### src/rtl/aqif_pkg.sv
`default_nettype none

package aqif_pkg;

    // Field widths fixed by the stream format.
    localparam int unsigned PmW   = 16;
    localparam int unsigned AqiW  = 17;
    localparam int unsigned GasW  = 9;

    // Datapath widths. Concentrations reach 655350 tenths, the scaled numerator stays
    // below 2^27, and the reciprocal of each doubled band width is taken at 2^27.
    localparam int unsigned CW         = 20;
    localparam int unsigned NW         = 27;
    localparam int unsigned RW         = 21;
    localparam int unsigned PW         = NW + RW;
    localparam int unsigned QW         = 16;
    localparam int unsigned DW         = 12;
    localparam int unsigned TW         = QW + DW;
    localparam int unsigned RecipShift = 27;

    localparam logic [AqiW-1:0] AqiNone = '1;
    localparam logic [GasW-1:0] GasNone = '1;

    // Upper band edges of PM2.5 in whole ug/m3 (12.0, 35.4, 55.4, 150.4, 250.4, 350.4).
    localparam logic [PmW-1:0] FineTop0 = 16'd12;
    localparam logic [PmW-1:0] FineTop1 = 16'd35;
    localparam logic [PmW-1:0] FineTop2 = 16'd55;
    localparam logic [PmW-1:0] FineTop3 = 16'd150;
    localparam logic [PmW-1:0] FineTop4 = 16'd250;
    localparam logic [PmW-1:0] FineTop5 = 16'd350;

    // Upper band edges of PM10 in whole ug/m3.
    localparam logic [PmW-1:0] CoarseTop0 = 16'd54;
    localparam logic [PmW-1:0] CoarseTop1 = 16'd154;
    localparam logic [PmW-1:0] CoarseTop2 = 16'd254;
    localparam logic [PmW-1:0] CoarseTop3 = 16'd354;
    localparam logic [PmW-1:0] CoarseTop4 = 16'd424;
    localparam logic [PmW-1:0] CoarseTop5 = 16'd504;

    // VOC step edges and values.
    localparam logic signed [PmW-1:0] VocEdge1 = 16'sd100;
    localparam logic signed [PmW-1:0] VocEdge2 = 16'sd200;
    localparam logic signed [PmW-1:0] VocEdge3 = 16'sd300;
    localparam logic signed [PmW-1:0] VocEdge4 = 16'sd400;
    localparam logic [GasW-1:0] GasStep0 = 9'd25;
    localparam logic [GasW-1:0] GasStep1 = 9'd75;
    localparam logic [GasW-1:0] GasStep2 = 9'd125;
    localparam logic [GasW-1:0] GasStep3 = 9'd175;
    localparam logic [GasW-1:0] GasStep4 = 9'd250;

    typedef enum logic [3:0] {
        BAND_F0 = 4'd0,
        BAND_F1 = 4'd1,
        BAND_F2 = 4'd2,
        BAND_F3 = 4'd3,
        BAND_F4 = 4'd4,
        BAND_F5 = 4'd5,
        BAND_F6 = 4'd6,
        BAND_C0 = 4'd7,
        BAND_C1 = 4'd8,
        BAND_C2 = 4'd9,
        BAND_C3 = 4'd10,
        BAND_C4 = 4'd11,
        BAND_C5 = 4'd12,
        BAND_C6 = 4'd13
    } t_band_code;

    // cl: low concentration edge, m: index span, d: concentration span,
    // r: floor(2^27 / (2*d)), il: low index edge.
    typedef struct packed {
        logic [11:0] cl;
        logic [6:0]  m;
        logic [10:0] d;
        logic [RW-1:0] r;
        logic [8:0]  il;
    } t_band;

    // Items that ride alongside the interpolation units.
    typedef struct packed {
        logic            pv;
        logic            sp;
        logic [GasW-1:0] gas;
        logic [PmW-1:0]  chosen;
    } t_side;

    // Load enables of the interpolation stages two to five.
    typedef struct packed {
        logic s2;
        logic s3;
        logic s4;
        logic s5;
    } t_stage_ctl;

    function automatic t_band band_lookup(input t_band_code code);
        t_band b;
        unique case (code)
            BAND_F0: b = '{12'd0,    7'd50, 11'd120,  21'd559240,  9'd0};
            BAND_F1: b = '{12'd121,  7'd49, 11'd233,  21'd288020,  9'd51};
            BAND_F2: b = '{12'd355,  7'd49, 11'd199,  21'd337230,  9'd101};
            BAND_F3: b = '{12'd555,  7'd49, 11'd949,  21'd70715,   9'd151};
            BAND_F4: b = '{12'd1505, 7'd99, 11'd999,  21'd67176,   9'd201};
            BAND_F5: b = '{12'd2505, 7'd99, 11'd999,  21'd67176,   9'd301};
            BAND_F6: b = '{12'd3505, 7'd99, 11'd1499, 21'd44769,   9'd401};
            BAND_C0: b = '{12'd0,    7'd50, 11'd54,   21'd1242756, 9'd0};
            BAND_C1: b = '{12'd55,   7'd49, 11'd99,   21'd677867,  9'd51};
            BAND_C2: b = '{12'd155,  7'd49, 11'd99,   21'd677867,  9'd101};
            BAND_C3: b = '{12'd255,  7'd49, 11'd99,   21'd677867,  9'd151};
            BAND_C4: b = '{12'd355,  7'd99, 11'd69,   21'd972592,  9'd201};
            BAND_C5: b = '{12'd425,  7'd99, 11'd79,   21'd849479,  9'd301};
            BAND_C6: b = '{12'd505,  7'd99, 11'd99,   21'd677867,  9'd401};
            default: b = '0;
        endcase
        return b;
    endfunction

endpackage

`default_nettype wire

### src/rtl/aqif_interp.sv
`default_nettype none

// Four-stage band interpolation with exact half-up rounding. The quotient
// by the doubled band width is taken through a reciprocal product, then
// corrected by at most one against the remainder.
module aqif_interp
    import aqif_pkg::*;
(
    input  wire logic          i_clk,
    input  wire t_stage_ctl    i_ctl,
    input  wire t_band_code    i_code,
    input  wire logic [CW-1:0] i_c,
    output logic [QW-1:0]      o_aqi
);

    t_band          b2, b3, b4, b5;
    logic [CW-1:0]  off2;
    logic [NW-1:0]  n_num;
    logic [PW-1:0]  prod3;
    logic [DW-1:0]  dd4, dd5;
    logic [NW-1:0]  rem5;
    logic [QW:0]    q5;

    t_band_code     r2_code, r3_code, r4_code;
    logic [NW-1:0]  r2_num, r3_num, r4_num;
    logic [QW-1:0]  r3_q0, r4_q0;
    logic [TW-1:0]  r4_t;

    always_comb begin
        b2    = band_lookup(i_code);
        off2  = i_c - CW'(b2.cl);
        n_num = NW'((NW'(b2.m) * NW'(off2)) << 1) + NW'(b2.d);

        b3    = band_lookup(r2_code);
        prod3 = PW'(r2_num) * PW'(b3.r);

        b4    = band_lookup(r3_code);
        dd4   = {b4.d, 1'b0};

        b5    = band_lookup(r4_code);
        dd5   = {b5.d, 1'b0};
        rem5  = r4_num - NW'(r4_t);
        q5    = {1'b0, r4_q0} + (QW+1)'(rem5 >= NW'(dd5)) + (QW+1)'(b5.il);
    end

    always_ff @(posedge i_clk) begin
        if (i_ctl.s2) begin
            r2_code <= i_code;
            r2_num  <= n_num;
        end
        if (i_ctl.s3) begin
            r3_code <= r2_code;
            r3_num  <= r2_num;
            r3_q0   <= prod3[RecipShift +: QW];
        end
        if (i_ctl.s4) begin
            r4_code <= r3_code;
            r4_num  <= r3_num;
            r4_q0   <= r3_q0;
            r4_t    <= TW'(r3_q0) * TW'(dd4);
        end
        if (i_ctl.s5) begin
            o_aqi <= q5[QW-1:0];
        end
    end

endmodule

`default_nettype wire

### config.mk
export PLATFORM = sky130hd
export DESIGN_NAME = aqif_interp
export DESIGN_NICKNAME = d
export VERILOG_FILES = /design/src/rtl/aqif_pkg.sv /design/src/rtl/aqif_interp.sv
export SDC_FILE = /design/constraint.sdc
export NUM_CORES = 2
export LEC_CHECK = 0
export ABC_CLOCK_PERIOD_IN_PS = 11800
export BUFFER_PORTS_ARGS = -buffer_cell sky130_fd_sc_hd__buf_2
export CAP_MARGIN = 10
export CELL_PAD_IN_SITES_DETAIL_PLACEMENT = 1
export CELL_PAD_IN_SITES_GLOBAL_PLACEMENT = 2
export CORE_UTILIZATION = 43
export DETAILED_ROUTE_END_ITERATION = 16
export PLACE_DENSITY_LB_ADDON = 0.15
export SLEW_MARGIN = 30
export SYNTH_ARGS = -nofsm -noshare
export SYNTH_HDL_FRONTEND = slang
export SYNTH_SLANG_ARGS = --single-unit
### constraint.sdc
create_clock -name i_clk -period 11.8 [get_ports i_clk]
set_input_delay 2.36 -clock i_clk [delete_from_list [all_inputs] [get_ports i_clk]]
set_output_delay 2.36 -clock i_clk [all_outputs]
set_load 0.01 [all_outputs]
* Yosys cells after proc, flatten, opt, wreduce, memory -nomap -nowiden
Memories as Yosys holds them, arrays and structs flattened. A register that Yosys moved wholly into a read port is not among the register bits.
Cells that the tools add are included.
** Cells by class
- Add/subtract/negate cells :: 5
- $mul :: 3
- Order comparisons :: 1
- Multiplexer cells :: 3
** Operators with widths (count)
- $mul 27x21->43 :: 1
- $add 27x11->27 :: 1
- $ge 27x12->1 :: 1
- $sub 27x27->27 :: 1
- $mul 16x11->26 :: 1
- $mul 7x20->26 :: 1
- $sub 20x12->20 :: 1
- $add 16x1->16 :: 1
- $add 16x9->16 :: 1
- $mux 4 :: 3
** Storage, ports and cells
- Bits in registers :: 167
- Memory bits (read-only) :: 3712
- Logic and storage cells :: 26
- Memories :: 4
** Memory list
- (no name shown) :: depth 16, bits a word 58, rd ports 1, clocked after memory_dff 0, wr ports 0, line aqif_pkg.sv:96 : unique case (code)
- (no name shown) :: depth 16, bits a word 58, rd ports 1, clocked after memory_dff 1, wr ports 0, line aqif_pkg.sv:96
- (no name shown) :: depth 16, bits a word 58, rd ports 1, clocked after memory_dff 1, wr ports 0, line aqif_pkg.sv:96
- (no name shown) :: depth 16, bits a word 58, rd ports 1, clocked after memory_dff 1, wr ports 0, line aqif_pkg.sv:96

* Depth between registers and ports, before layout
- Word-level depth :: 4
- Mapped depth :: 36
- Depth with buffers taken out :: 34

* Worst setup path before layout
No wires, ideal clock.
- Path kind :: input to register
- Start point :: input i_code[3]
- End point :: register r2_num[26], data pin
- Arrival time :: 9.967 ns
- Data required time :: 11.532 ns
- Setup slack :: 1.566 ns
- Stages :: 36
- Buffers on the path :: 2
- Cell sequence :: clkbuf_1 -> clkinv_1 -> nand2_1 -> nand3_1 -> o21a_1 -> inv_1 -> clkbuf_1 -> ha_1 -> fa_1 -> nor2b_1 -> o21ai_0 -> a21boi_0 -> o21ai_0 -> a21boi_0 -> o21ai_0 -> a21oi_1 -> nor3_1 -> xor2_1 -> nor2_1 -> fa_1 -> fa_1 -> ha_1 -> inv_1 -> fa_1 -> inv_1 -> ha_1 -> a21o_1 -> a21o_1 -> a2111oi_0 -> nor3_1 -> o41ai_1 -> o21ai_0 -> xor2_1 -> inv_1 -> or4b_1 -> xnor3_1
** Between the ends
- Word-level cells in the longest chain between the ends :: 4
** Ends and longest elaborated chain
- start: declaration :: line aqif_interp.sv:11 : input wire t_band_code i_code,
- $mem_v2 16x58 (*)
- $sub 20x12->20 :: line aqif_interp.sv:31 : off2 = i_c - CW'(b2.cl);
- $mul 7x20->26 :: line aqif_interp.sv:32 : n_num = NW'((NW'(b2.m) * NW'(off2)) << 1) + NW'(b2.d);
- $add 27x11->27 (*) :: line aqif_interp.sv:32
- named net n_num[26] :: line aqif_interp.sv:18 : logic [NW-1:0] n_num;
- end signal: assignment :: line aqif_interp.sv:49 : r2_num <= n_num;
- end: declaration :: line aqif_interp.sv:25 : logic [NW-1:0] r2_num, r3_num, r4_num;
Mark *: on every way through the listed nets, which the timed path passes. The rest lies on a longest branch.
A chain may end at the register's enable or synchronous reset.

* Worst setup path in the final report
Same ends and word-level chain as after synthesis.

==> run_results.csv <==
group,metric,value,unit
status,status,"complete, no violations",
timing,tightest_slew,916.8,ps
placed_design,hpwlAfterDp,79.05,mm
timing,hold_ws,394.8,ps
critical_path,worstPathRequired,12110,ps
timing,slew-limit-headroom,37.30,%
floorplan,start_util,43.73,%
floorplan,ios,45,
synthesis,synth_area_leader_cell,"fa_1",
cts,clkSinkCount,218,
synthesis,yosys_warnings,0,
timing,rsz0062_at_grt,"no",
worst_hold_path,min_path_cells,0,
synthesis,async_flop_share,0,%
critical_path,r2r_cells,23,
critical_path,crit_fanout,28,
timing,hold_viol,0,
cts,post_cts.repair.setup_buffers,0,
timing,period_share,90.12,%
critical_path,crit_cells,35,
final_layout,drive_gt1_share,4.669,%
synthesis,synth_cell_type_count,80,
critical_path,cp-end-kind,"flop",
detailed_routing,antenna_left,0,
placed_design,port_buffers,44,
critical_path,critPathKind,"input port to flop",
cts,cts_htree_levels,1,
synthesis,synth-edff-count,167,
detailed_routing,drc_errors,0,
global_route,grt_pass1_vias,30210,
cts,cts_hold_buffers,0,
final_layout,multi_input_area,26720,sq um
final_layout,finalNetCount,4801,
critical_path,cp.arrival,10940,ps
worst_hold_path,min-delay-path-class,"flop to flop",
detailed_routing,drt-vias-per-instance,5.350,
synthesis,synth_area,36080,sq um
timing,fin_setup_tns,0,ps
floorplan,die_h,291.7,microns
floorplan,core_area,82500,sq um
timing,finalSetupViolations,0,
detailed_routing,wl_per_cell,20.82,microns
final_layout,final_util,46.44,%
synthesis,synth_top_area_share,35.51,%
placed_design,gp_congestion,0.8762,
synthesis,synth_fp_nets,4842,
cts,cts_buffer_depth,3,
detailed_routing,vias,26130,
floorplan,die_area,85060,sq um
timing,clock_skew,32.91,ps
timing,period_needed,10630,ps
cts,clk_latency,600,ps
synthesis,synth_flop_cell,"edfxtp_1",
synthesis,synth.area.top_cells,"fa_1 36%, edfxtp_1 14%, ha_1 12%",
synthesis,yosysSeqAreaShare,16.73,%
cts,post_cts_resized,0,
final_layout,n_fill_cell,9381,
critical_path,slowest_stage,"fa_1",
critical_path,max_stage_delay,570,ps
global_route,grt_overflow,0,
global_route,antenna_found_initial,2,
detailed_routing,drtIter0Drc,1074,
floorplan,fp.dieW,291.7,microns
timing,max_freq,94.04,MHz
cts,root_buffer,"clkbuf_16",
critical_path,start_kind,"input port",
global_route,grt_pass1_wl,167.7,mm
flow_run,max_cap_viol_count,0,
timing,slew_violations,0,
critical_path,crit_family,"compound AO/OA/AOI/OAI gates",
critical_path,cp_num_buf_inv,6,
global_route,grt_max_degree,80,
synthesis,yosys_register_bits,218,
floorplan,fp-row-count,105,
cts,clk_pin_slew,60,ps
final_layout,seq_area,6042,sq um
detailed_routing,routed_wl,101.7,mm
synthesis,syn_inst,3831,
final_layout,syn_to_final_growth,6.204,%
detailed_routing,dr.pass1.iters,5,
cts,numCtsBuffers,28,
cts,cts_tree,"built",
synthesis,synth.avg_cell_area,9.417,sq um
global_route,grt_usage,24.99,%
## path summary, 6_finish.rpt
| check | start | endpoint | slack [ps] |
|---|---|---|---|
| worst max-delay path | i_code[3] | r2_num[26]$_DFFE_PP_ | 1170 |
| worst min-delay path | r3_num[19]$_DFFE_PP_ | r4_num[19]$_DFFE_PP_ | 390 |
| worst max register to register | b3[12]$_DFF_P_ | r3_q0[15]$_DFFE_PP_ | 2600 |
| worst min register to register | r3_num[19]$_DFFE_PP_ | r4_num[19]$_DFFE_PP_ | 390 |
## layer usage
metal  vias up  GRT usage [%]  part of all wire [%]
li1      11820              -                     -
met1     13700          32.10                    42
met2       472          45.91                    52
met3       139          2.002                   3.7
met4         0          4.891                   2.0
met5         -              0                     0
## sequential cells by signal (all words and copies together), names as in the netlist
register,count
r3_num,27
r4_t,26
b5,19
r3_code,4
b3,21
r4_q0,16
r4_code,4
r4_num,27
o_aqi,16
r2_num,27
r3_q0,16
r2_code,4
b4,11
## area by class of cell
class / instances / area share (%)
Antenna cell: 2 / 0.01306
Clock buffer: 37 / 1.969
Clock inverter: 15 / 0.3690
Inverter: 723 / 7.083
Multi-Input combinational cell: 2725 / 69.73
Sequential cell: 218 / 15.77
Tap cell: 1070 / 3.494
Timing Repair Buffer: 94 / 1.571
## placed cells by master, fill, tap and decap left out, drive strengths merged, types with 14 or more instances in the layout
master,n
inv,723
fa,640
nand2,575
ha,342
and2,282
edfxtp,167
nor2,156
a21oi,108
xnor2,100
buf,94
o21ai,83
dfxtp,51
o21a,43
nor3,37
clkbuf,37
nand3,34
xor2,32
a21o,32
nand2b,26
mux2i,21
nor2b,16
a211oi,16
and3,14
## metrics by stage
stage / setup slack (ps) / cells / area [sq um]
3_5_place_dp: 567.6 / 4830 / 37410
2_1_floorplan: 1566 / 3831 / 36080
4_1_cts: 1144 / 4882 / 38310
6_report: 1166 / 4884 / 38320
3_3_place_gp: 807.6 / 4830 / 37390
5_1_grt: 420.3 / 4882 / 38310
## worst reg2reg max path, stage by stage, from the launching register on
cell and delay, ps:
dfxtp_1 930, buf_4 370, nand2_1 120, fa_1 560, inv_1 60, fa_1 530, fa_1 450, fa_1 520
inv_1 60, fa_1 540, inv_1 50, fa_1 510, fa_1 460, ha_1 320, nand4_1 190, a2111oi_0 660
o221ai_1 380, a31oi_1 590, a21oi_1 330, o221ai_1 550, a211oi_1 240, a21oi_1 260, a21oi_1 120, xnor2_1 140
## cells by family (layout without fill, tap and decap cells)
family / Yosys count / count (layout) / share of synthesized area (%)
XOR/XNOR: 133 / 133 / 3.267
flip-flops: 218 / 218 / 16.73
AO/OA/AOI/OAI: 391 / 391 / 7.079
multiplexers: 25 / 25 / 0.7387
other: 0 / 2 / 0
AND/OR/NAND/NOR: 1194 / 1194 / 15.54
adder cells (fa/ha/maj): 982 / 982 / 47.37
buffers and inverters: 888 / 869 / 9.270
## synth_stat cells, types with 43 or more instances
library cell  instances
inv_1               721
fa_1                640
nand2_1             575
ha_1                342
and2_1              281
edfxtp_1            167
clkbuf_1            156
nor2_1              156
a21oi_1             107
xnor2_1             100
o21ai_0              81
dfxtp_1              51
o21a_1               43
Power is not shown: default switching activity piles up to over one toggle a cycle in this logic, so the estimate is an artifact.
