$ cat src/rtl/aqif_pkg.sv
`default_nettype none

package aqif_pkg;

    // Field widths fixed by the stream format.
    localparam int unsigned PmW   = 16;
    localparam int unsigned AqiW  = 17;
    localparam int unsigned GasW  = 9;

    // Datapath widths. Concentrations reach 655350 tenths, the scaled numerator stays
    // below 2^27, and the reciprocal of each doubled band width is taken at 2^27.
    localparam int unsigned CW         = 20;
    localparam int unsigned NW         = 27;
    localparam int unsigned RW         = 21;
    localparam int unsigned PW         = NW + RW;
    localparam int unsigned QW         = 16;
    localparam int unsigned DW         = 12;
    localparam int unsigned TW         = QW + DW;
    localparam int unsigned RecipShift = 27;

    localparam logic [AqiW-1:0] AqiNone = '1;
    localparam logic [GasW-1:0] GasNone = '1;

    // Upper band edges of PM2.5 in whole ug/m3 (12.0, 35.4, 55.4, 150.4, 250.4, 350.4).
    localparam logic [PmW-1:0] FineTop0 = 16'd12;
    localparam logic [PmW-1:0] FineTop1 = 16'd35;
    localparam logic [PmW-1:0] FineTop2 = 16'd55;
    localparam logic [PmW-1:0] FineTop3 = 16'd150;
    localparam logic [PmW-1:0] FineTop4 = 16'd250;
    localparam logic [PmW-1:0] FineTop5 = 16'd350;

    // Upper band edges of PM10 in whole ug/m3.
    localparam logic [PmW-1:0] CoarseTop0 = 16'd54;
    localparam logic [PmW-1:0] CoarseTop1 = 16'd154;
    localparam logic [PmW-1:0] CoarseTop2 = 16'd254;
    localparam logic [PmW-1:0] CoarseTop3 = 16'd354;
    localparam logic [PmW-1:0] CoarseTop4 = 16'd424;
    localparam logic [PmW-1:0] CoarseTop5 = 16'd504;

    // VOC step edges and values.
    localparam logic signed [PmW-1:0] VocEdge1 = 16'sd100;
    localparam logic signed [PmW-1:0] VocEdge2 = 16'sd200;
    localparam logic signed [PmW-1:0] VocEdge3 = 16'sd300;
    localparam logic signed [PmW-1:0] VocEdge4 = 16'sd400;
    localparam logic [GasW-1:0] GasStep0 = 9'd25;
    localparam logic [GasW-1:0] GasStep1 = 9'd75;
    localparam logic [GasW-1:0] GasStep2 = 9'd125;
    localparam logic [GasW-1:0] GasStep3 = 9'd175;
    localparam logic [GasW-1:0] GasStep4 = 9'd250;

    typedef enum logic [3:0] {
        BAND_F0 = 4'd0,
        BAND_F1 = 4'd1,
        BAND_F2 = 4'd2,
        BAND_F3 = 4'd3,
        BAND_F4 = 4'd4,
        BAND_F5 = 4'd5,
        BAND_F6 = 4'd6,
        BAND_C0 = 4'd7,
        BAND_C1 = 4'd8,
        BAND_C2 = 4'd9,
        BAND_C3 = 4'd10,
        BAND_C4 = 4'd11,
        BAND_C5 = 4'd12,
        BAND_C6 = 4'd13
    } t_band_code;

    // cl: low concentration edge, m: index span, d: concentration span,
    // r: floor(2^27 / (2*d)), il: low index edge.
    typedef struct packed {
        logic [11:0] cl;
        logic [6:0]  m;
        logic [10:0] d;
        logic [RW-1:0] r;
        logic [8:0]  il;
    } t_band;

    // Items that ride alongside the interpolation units.
    typedef struct packed {
        logic            pv;
        logic            sp;
        logic [GasW-1:0] gas;
        logic [PmW-1:0]  chosen;
    } t_side;

    // Load enables of the interpolation stages two to five.
    typedef struct packed {
        logic s2;
        logic s3;
        logic s4;
        logic s5;
    } t_stage_ctl;

    function automatic t_band band_lookup(input t_band_code code);
        t_band b;
        unique case (code)
            BAND_F0: b = '{12'd0,    7'd50, 11'd120,  21'd559240,  9'd0};
            BAND_F1: b = '{12'd121,  7'd49, 11'd233,  21'd288020,  9'd51};
            BAND_F2: b = '{12'd355,  7'd49, 11'd199,  21'd337230,  9'd101};
            BAND_F3: b = '{12'd555,  7'd49, 11'd949,  21'd70715,   9'd151};
            BAND_F4: b = '{12'd1505, 7'd99, 11'd999,  21'd67176,   9'd201};
            BAND_F5: b = '{12'd2505, 7'd99, 11'd999,  21'd67176,   9'd301};
            BAND_F6: b = '{12'd3505, 7'd99, 11'd1499, 21'd44769,   9'd401};
            BAND_C0: b = '{12'd0,    7'd50, 11'd54,   21'd1242756, 9'd0};
            BAND_C1: b = '{12'd55,   7'd49, 11'd99,   21'd677867,  9'd51};
            BAND_C2: b = '{12'd155,  7'd49, 11'd99,   21'd677867,  9'd101};
            BAND_C3: b = '{12'd255,  7'd49, 11'd99,   21'd677867,  9'd151};
            BAND_C4: b = '{12'd355,  7'd99, 11'd69,   21'd972592,  9'd201};
            BAND_C5: b = '{12'd425,  7'd99, 11'd79,   21'd849479,  9'd301};
            BAND_C6: b = '{12'd505,  7'd99, 11'd99,   21'd677867,  9'd401};
            default: b = '0;
        endcase
        return b;
    endfunction

endpackage

`default_nettype wire

$ cat src/rtl/aqif_front.sv
`default_nettype none

// First stage: scales PM2.5 to tenths, picks the band of every reading,
// maps the VOC index to its step and chooses the particle reading to pass on.
module aqif_front
    import aqif_pkg::*;
(
    input  wire logic                   i_clk,
    input  wire logic                   i_en,
    input  wire logic [PmW-1:0]         i_pm25_primary,
    input  wire logic [PmW-1:0]         i_pm10_primary,
    input  wire logic                   i_primary_valid,
    input  wire logic [PmW-1:0]         i_pm25_secondary,
    input  wire logic                   i_secondary_present,
    input  wire logic signed [PmW-1:0]  i_voc_index,
    input  wire logic                   i_voc_valid,
    output logic [CW-1:0]               o_c_first,
    output t_band_code                  o_code_first,
    output logic [CW-1:0]               o_c_second,
    output t_band_code                  o_code_second,
    output logic [CW-1:0]               o_c_coarse,
    output t_band_code                  o_code_coarse,
    output t_side                       o_side
);

    function automatic t_band_code fine_code(input logic [PmW-1:0] p);
        t_band_code c;
        if (p <= FineTop0) begin
            c = BAND_F0;
        end else if (p <= FineTop1) begin
            c = BAND_F1;
        end else if (p <= FineTop2) begin
            c = BAND_F2;
        end else if (p <= FineTop3) begin
            c = BAND_F3;
        end else if (p <= FineTop4) begin
            c = BAND_F4;
        end else if (p <= FineTop5) begin
            c = BAND_F5;
        end else begin
            c = BAND_F6;
        end
        return c;
    endfunction

    function automatic t_band_code coarse_code(input logic [PmW-1:0] p);
        t_band_code c;
        if (p <= CoarseTop0) begin
            c = BAND_C0;
        end else if (p <= CoarseTop1) begin
            c = BAND_C1;
        end else if (p <= CoarseTop2) begin
            c = BAND_C2;
        end else if (p <= CoarseTop3) begin
            c = BAND_C3;
        end else if (p <= CoarseTop4) begin
            c = BAND_C4;
        end else if (p <= CoarseTop5) begin
            c = BAND_C5;
        end else begin
            c = BAND_C6;
        end
        return c;
    endfunction

    function automatic logic [CW-1:0] times_ten(input logic [PmW-1:0] p);
        return ({1'b0, p, 3'b000} + {3'b000, p, 1'b0});
    endfunction

    t_side n_side;

    always_comb begin
        n_side.pv = i_primary_valid;
        n_side.sp = i_secondary_present;
        if (!i_voc_valid) begin
            n_side.gas = GasNone;
        end else if (i_voc_index < VocEdge1) begin
            n_side.gas = GasStep0;
        end else if (i_voc_index < VocEdge2) begin
            n_side.gas = GasStep1;
        end else if (i_voc_index < VocEdge3) begin
            n_side.gas = GasStep2;
        end else if (i_voc_index < VocEdge4) begin
            n_side.gas = GasStep3;
        end else begin
            n_side.gas = GasStep4;
        end
        if (i_primary_valid) begin
            n_side.chosen = i_pm25_primary;
        end else if (i_secondary_present) begin
            n_side.chosen = i_pm25_secondary;
        end else begin
            n_side.chosen = '0;
        end
    end

    always_ff @(posedge i_clk) begin
        if (i_en) begin
            o_c_first     <= times_ten(i_pm25_primary);
            o_code_first  <= fine_code(i_pm25_primary);
            o_c_second    <= times_ten(i_pm25_secondary);
            o_code_second <= fine_code(i_pm25_secondary);
            o_c_coarse    <= {{(CW-PmW){1'b0}}, i_pm10_primary};
            o_code_coarse <= coarse_code(i_pm10_primary);
            o_side        <= n_side;
        end
    end

endmodule

`default_nettype wire

$ cat config.mk
export PLATFORM = sky130hd
export DESIGN_NAME = aqif_front
export DESIGN_NICKNAME = d
export VERILOG_FILES = /design/src/rtl/aqif_pkg.sv /design/src/rtl/aqif_front.sv
export SDC_FILE = /design/constraint.sdc
export NUM_CORES = 1
export LEC_CHECK = 0
export ABC_AREA = 1
export CAP_MARGIN = 20
export CORE_MARGIN = 4
export CORE_UTILIZATION = 30
export CTS_CLUSTER_SIZE = 16
export DETAILED_ROUTE_END_ITERATION = 16
export DONT_BUFFER_PORTS = 1
export HOLD_SLACK_MARGIN = 0.05
export PLACE_DENSITY = 0.55
export SYNTH_ARGS = -nofsm -noshare
export SYNTH_HDL_FRONTEND = slang
export SYNTH_SLANG_ARGS = --single-unit
$ cat constraint.sdc
create_clock -name i_clk -period 3.69 [get_ports i_clk]
set_input_delay 0.5535 -clock i_clk [delete_from_list [all_inputs] [get_ports i_clk]]
set_output_delay 0.5535 -clock i_clk [all_outputs]
set_load 0.02 [all_outputs]
[Word level (Yosys, flattened, before mapping)]
Cells that the tools add are included.
Word-level totals
  bits in read-only memories: 0
  bits in latches: 0
  memories kept: 0
  bits in writable memories: 0
  word-level logic and storage cells: 72
  register bits after elaboration: 95
Cells by class
  $lt $le $gt $ge: 22
  multiplexer cells: 21
  bitwise gates (word level): 1
  reduce and logical (&&, ||, !) cells: 8
  shifts and indexed selects: 0
  $add $sub $neg: 2
  divide/modulo/power cells: 0
  equality and inequality tests: 0
  multipliers: 0
Operators with widths (number)
  $le 16x8->1 const B: 6
  $le 16x6->1 const B: 5
  $le 16x9->1 const B: 5
  $add 19x17->20: 2
  $le 16x4->1 const B: 2
  $lt 16x10->1 const B: 2
  $mux 16: 2
  $mux 8: 3
  $lt 16x8->1 const B: 1
  $lt 16x9->1 const B: 1
  $mux 2: 8
  $mux 3: 4
  $reduce_or 4->1: 3
  $reduce_or 5->1: 2
  $mux 7: 1
  $reduce_or 2->1: 3
  $mux 1: 3
  $not 1->1: 1

[Logic depth before layout (Yosys ltp)]
  depth after elaboration: 6
  mapped depth: 11
  mapped depth without buffers: 11

[Worst setup path before layout]
OpenSTA, ideal clock, no wires.
  path kind: input port to flip-flop
  start: input i_pm25_secondary[0]
  end: register o_c_second[13], data pin
  stages on the path: 9
  slack: 1.704 ns
  arrival time: 1.726 ns
  cell sequence: ha_1 -> fa_1 -> nand3_1 -> nand2_1 -> nand2_1 -> nand2_1 -> nand3_1 -> nand2_1 -> xor2_1
Between the ends
  word-level cells in the longest chain between the ends: 1
RTL lines
  start: declaration: RTL line aqif_front.sv:13  | input wire logic [PmW-1:0] i_pm25_secondary,
  $add 19x17->20: RTL line aqif_front.sv:67  | return ({1'b0, p, 3'b000} + {3'b000, p, 1'b0});
  end signal: assignment: RTL line aqif_front.sv:101  | o_c_second <= times_ten(i_pm25_secondary);
  end: declaration: RTL line aqif_front.sv:19  | output logic [CW-1:0] o_c_second,
No other way between the ends.
A chain may end at the register's enable or synchronous reset.

[Final worst setup path]
  start: input i_pm25_primary[0]
  end: register o_c_first[17], data pin
Between the ends
  word-level cells in the longest chain between the ends: 1
RTL lines
  start: declaration: RTL line aqif_front.sv:10  | input wire logic [PmW-1:0] i_pm25_primary,
  $add 19x17->20: RTL line aqif_front.sv:67
  end signal: assignment: RTL line aqif_front.sv:99  | o_c_first <= times_ten(i_pm25_primary);
  end: declaration: RTL line aqif_front.sv:17  | output logic [CW-1:0] o_c_first,
No other way between the ends.

==> impl_table.tex <==
\begin{tabular}{lr}
\hline
Metric & Value \\
\hline
\multicolumn{2}{l}{\textbf{Power and ir drop}} \\
Internal portion of total power & approximately 1.9 mW \\
Switching power of the nets & a little under 800 uW \\
Power consumption & 2.703 mW \\
Ratio of total power to cell area & about 450 nW/um\^{}2 \\
Combinational share of power & between 10\% and 20\% \\
Switch share & approximately 29\% \\
VDD IR-drop max & roughly 0.21 mV \\
Static Leak & roughly 2.6 nW \\
Clock share of power & between 30\% and 40\% \\
Sequential cell fraction of total power & between 50\% and 60\% \\
\multicolumn{2}{l}{\textbf{GRT}} \\
Vias in the first global route & $\sim$4100 \\
Number of antenna violations at the first check in global routing & 0 \\
First-pass GRT wire length & 22020 um \\
Grt total ovfl & 0 \\
Pin count of the biggest net entering global routing & between 90 and 100 \\
Global routing usage summed across all routing layers & 13.68\% \\
\multicolumn{2}{l}{\textbf{Timing}} \\
Worst hold slack across all endpoints & about 300 ps \\
Post-route fraction of the period consumed by the critical path & 49.03\% \\
Hold violation count in the final report & 0 \\
Timing-limited maximum frequency & 552.8 MHz \\
Setup violations, final & 0 \\
Time the final worst path needs with I/O delays and setup & between 1500 and 2000 ps \\
Count of final max-slew check failures & 0 \\
Setup total negative slack & 0 ps \\
Setup repair after global routing missed its margin & no \\
\multicolumn{2}{l}{\textbf{Detailed routing}} \\
Total iterations of the first detailed-routing run & 4 \\
Post-detailed-route DRC marker count & 0 \\
Average detailed-routed wire length per instance & about 17 um \\
Via density per instance & a little under 5 \\
Total via count in the routed design & between 4000 and 5000 \\
Drt initial violations & approximately 180 \\
Remaining antenna violation count & 0 \\
Detailed-route wire length & between 10000 and 15000 um \\
\multicolumn{2}{l}{\textbf{Min path}} \\
Worst hold path type & input port to register \\
\multicolumn{2}{l}{\textbf{CTS}} \\
TritonCTS clock tree & built \\
Maximum level of the CTS H-tree & 3 \\
Clock transition at the registers of the reported paths & 70 ps \\
CTS Buffer Depth & 2 \\
CTS Buf Count & 9 \\
Number of hold-repair buffers added at the cts stage & 0 \\
CTS resizes & 0 \\
Setup Buffers After CTS & 0 \\
Clock Sinks & 90 \\
Root Buffer & sky130\_fd\_sc\_hd\_\_clkbuf\_16 \\
\multicolumn{2}{l}{\textbf{Critical path}} \\
Type of the worst setup path & input port to register \\
Data required time at the worst endpoint & approximately 3800 ps \\
Arrival time of the worst setup path & between 1500 and 2000 ps \\
Kind of capture point of the worst setup path & register \\
Maximum fanout along the worst path & 5 \\
Launching element type of the critical path & input port \\
\multicolumn{2}{l}{\textbf{Layout}} \\
Count of inserted antenna diode cells & 0 \\
Fillers & between 1500 and 2000 \\
Sequential Area & approximately 2700 um\^{}2 \\
Area occupied by multi-input gates & about 2500 um\^{}2 \\
Area growth from synthesis to final layout & 9.334\% \\
Fraction of final layout cells with drive strength greater than 1 & under 10\% \\
Final net count & 731 \\
Layout Utilization & between 30 and 40\% \\
\multicolumn{2}{l}{\textbf{Flow run}} \\
Max-cap violation count & 0 \\
\multicolumn{2}{l}{\textbf{Die}} \\
Initial Util & a little under a third \\
Die W & between 100 and 150 um \\
Core Rows & between 40 and 50 \\
Core area & 18020 um\^{}2 \\
Vertical die dimension & 143.7 um \\
I/O pin count & about 170 \\
Floorplan die area & approximately 21000 um\^{}2 \\
\multicolumn{2}{l}{\textbf{Synthesis}} \\
Asr flop ratio synth & 0\% \\
Synth unique cells & 38 \\
Mapped cell area & around 5500 um\^{}2 \\
Post-synthesis cell type with the largest combined area & sky130\_fd\_sc\_hd\_\_edfxtp\_1 \\
Most instantiated flip-flop cell in the synthesis netlist & sky130\_fd\_sc\_hd\_\_edfxtp\_1 \\
Most common cell in the synthesized netlist & sky130\_fd\_sc\_hd\_\_nand2\_1 \\
Post-synth top area share & between 40\% and 50\% \\
Commonest cells in the netlist & sky130\_fd\_sc\_hd\_\_nand2\_1 (144), sky130\_fd\_sc\_hd\_\_edfxtp\_1 (90), sky130\_fd\_sc\_hd\_\_nor2\_1 (72) \\
Number of warnings reported in the yosys synthesis log & 0 \\
Syn\_area\_per\_cell & around 9 um\^{}2 \\
Number of enable-type register cells in the synthesized netlist & 90 \\
Share of synthesized area occupied by flip-flops and latches & 48.94\% \\
Number of standard cells after synthesis & approximately 630 \\
Largest cells by area after synthesis & sky130\_fd\_sc\_hd\_\_edfxtp\_1 (49\%), sky130\_fd\_sc\_hd\_\_nand2\_1 (9.8\%), sky130\_fd\_sc\_hd\_\_ha\_1 (6.3\%) \\
Number of register bits inferred by synthesis & 90 \\
\multicolumn{2}{l}{\textbf{Placed design}} \\
GPL Wtd Cong & slightly above 0.8 \\
Placed wire-length estimate & about 11000 um \\
PortBufs & 0 \\
\multicolumn{2}{l}{\textbf{Run status}} \\
Run status & completed \\
\hline
\end{tabular}
## worst paths after layout
kind                           from                       to  slack (ps)  depth (start not counted)
setup / recovery  i_pm25_primary[0]  o_c_first[17]$_DFFE_PP_        1880                          9
hold / removal      i_primary_valid     o_side[26]$_DFFE_PP_         300                          0
## stage by stage
step	instance area (um^2)	worst slack [ps]	std cells
after floorplan	5549	1704	634
after global placement	5751	1552	850
after detailed placement	5751	1530	850
after CTS	6038	1908	866
after global routing	6038	1775	866
final	6038	1881	866
## routing by layer
layer | vias up | part of all wire, % | track usage [%]
met2 | 149 | 44 | 21.59
met4 | 0 | 1.3 | 4.410
li1 | 2139 | - | -
met3 | 13 | 9.0 | 4.725
met1 | 1909 | 46 | 17.68
met5 | - | 0 | 0
## placed cells by master (no fill, tap or decap), types with 2 or more instances in the layout
cell and count:
sky130_fd_sc_hd__a21boi_1 3, sky130_fd_sc_hd__a21o_1 9, sky130_fd_sc_hd__a21oi_1 33, sky130_fd_sc_hd__a21oi_2 2, sky130_fd_sc_hd__a31oi_1 5, sky130_fd_sc_hd__clkbuf_1 2
sky130_fd_sc_hd__clkbuf_16 9, sky130_fd_sc_hd__clkinv_1 2, sky130_fd_sc_hd__conb_1 9, sky130_fd_sc_hd__edfxtp_1 90, sky130_fd_sc_hd__fa_1 2, sky130_fd_sc_hd__ha_1 28
sky130_fd_sc_hd__inv_1 67, sky130_fd_sc_hd__inv_2 6, sky130_fd_sc_hd__nand2_1 144, sky130_fd_sc_hd__nand2_2 2, sky130_fd_sc_hd__nand3_1 44, sky130_fd_sc_hd__nand3_2 2
sky130_fd_sc_hd__nand3b_1 3, sky130_fd_sc_hd__nand4_1 6, sky130_fd_sc_hd__nor2_1 72, sky130_fd_sc_hd__nor2_2 7, sky130_fd_sc_hd__nor3_1 13, sky130_fd_sc_hd__nor3_2 3
sky130_fd_sc_hd__nor4_1 3, sky130_fd_sc_hd__o211ai_1 3, sky130_fd_sc_hd__o21ai_0 16, sky130_fd_sc_hd__o21ai_1 5, sky130_fd_sc_hd__o21ai_2 2, sky130_fd_sc_hd__o22ai_1 12
sky130_fd_sc_hd__xnor2_1 5, sky130_fd_sc_hd__xor2_1 19
## power groups by stage
stage / clock network, mW / registers, mW / logic [mW]
3_5_place_dp: 0 / 1.47 / 0.333
4_1_cts: 0.954 / 1.45 / 0.335
2_1_floorplan: 0 / 1.45 / 0.280
5_1_grt: 0.993 / 1.46 / 0.382
3_3_place_gp: 0 / 1.47 / 0.332
6_report: 0.924 / 1.45 / 0.332
## kinds of logic after synthesis
group	Yosys count	synth area share (%)
DFF	90	48.94
buffers and inverters	87	6.570
AOI/OAI and AO/OA	94	10.13
adders and majority gates	30	7.069
and+or+nand+nor	300	23.36
xor gates and xnor gates	24	3.806
other	2	0.1360
## worst max-delay path, stage by stage
cell and delay, ps:
sky130_fd_sc_hd__ha_1 210, sky130_fd_sc_hd__fa_1 460, sky130_fd_sc_hd__nand3_1 120, sky130_fd_sc_hd__and2_4 170, sky130_fd_sc_hd__o21ai_2 70, sky130_fd_sc_hd__nand4_1 150
sky130_fd_sc_hd__nand2_1 70, sky130_fd_sc_hd__nand2_1 60, sky130_fd_sc_hd__nand2_1 40
## state kept, by name, summed over array words and instances, names as in the netlist
register       cells
o_side            26
o_c_second        19
o_code_first       3
o_code_second      3
o_c_first         19
o_code_coarse      4
o_c_coarse        16
## layout make-up
cell class / count / share of cell area, %
Sequential cell: 90 / 44.76
Multi-Input combinational cell: 457 / 41.13
Tap cell: 229 / 4.745
Inverter: 74 / 4.600
Clock buffer: 11 / 3.854
Clock inverter: 5 / 0.9117
No activity file was read; power rests on OpenSTA's default activity.
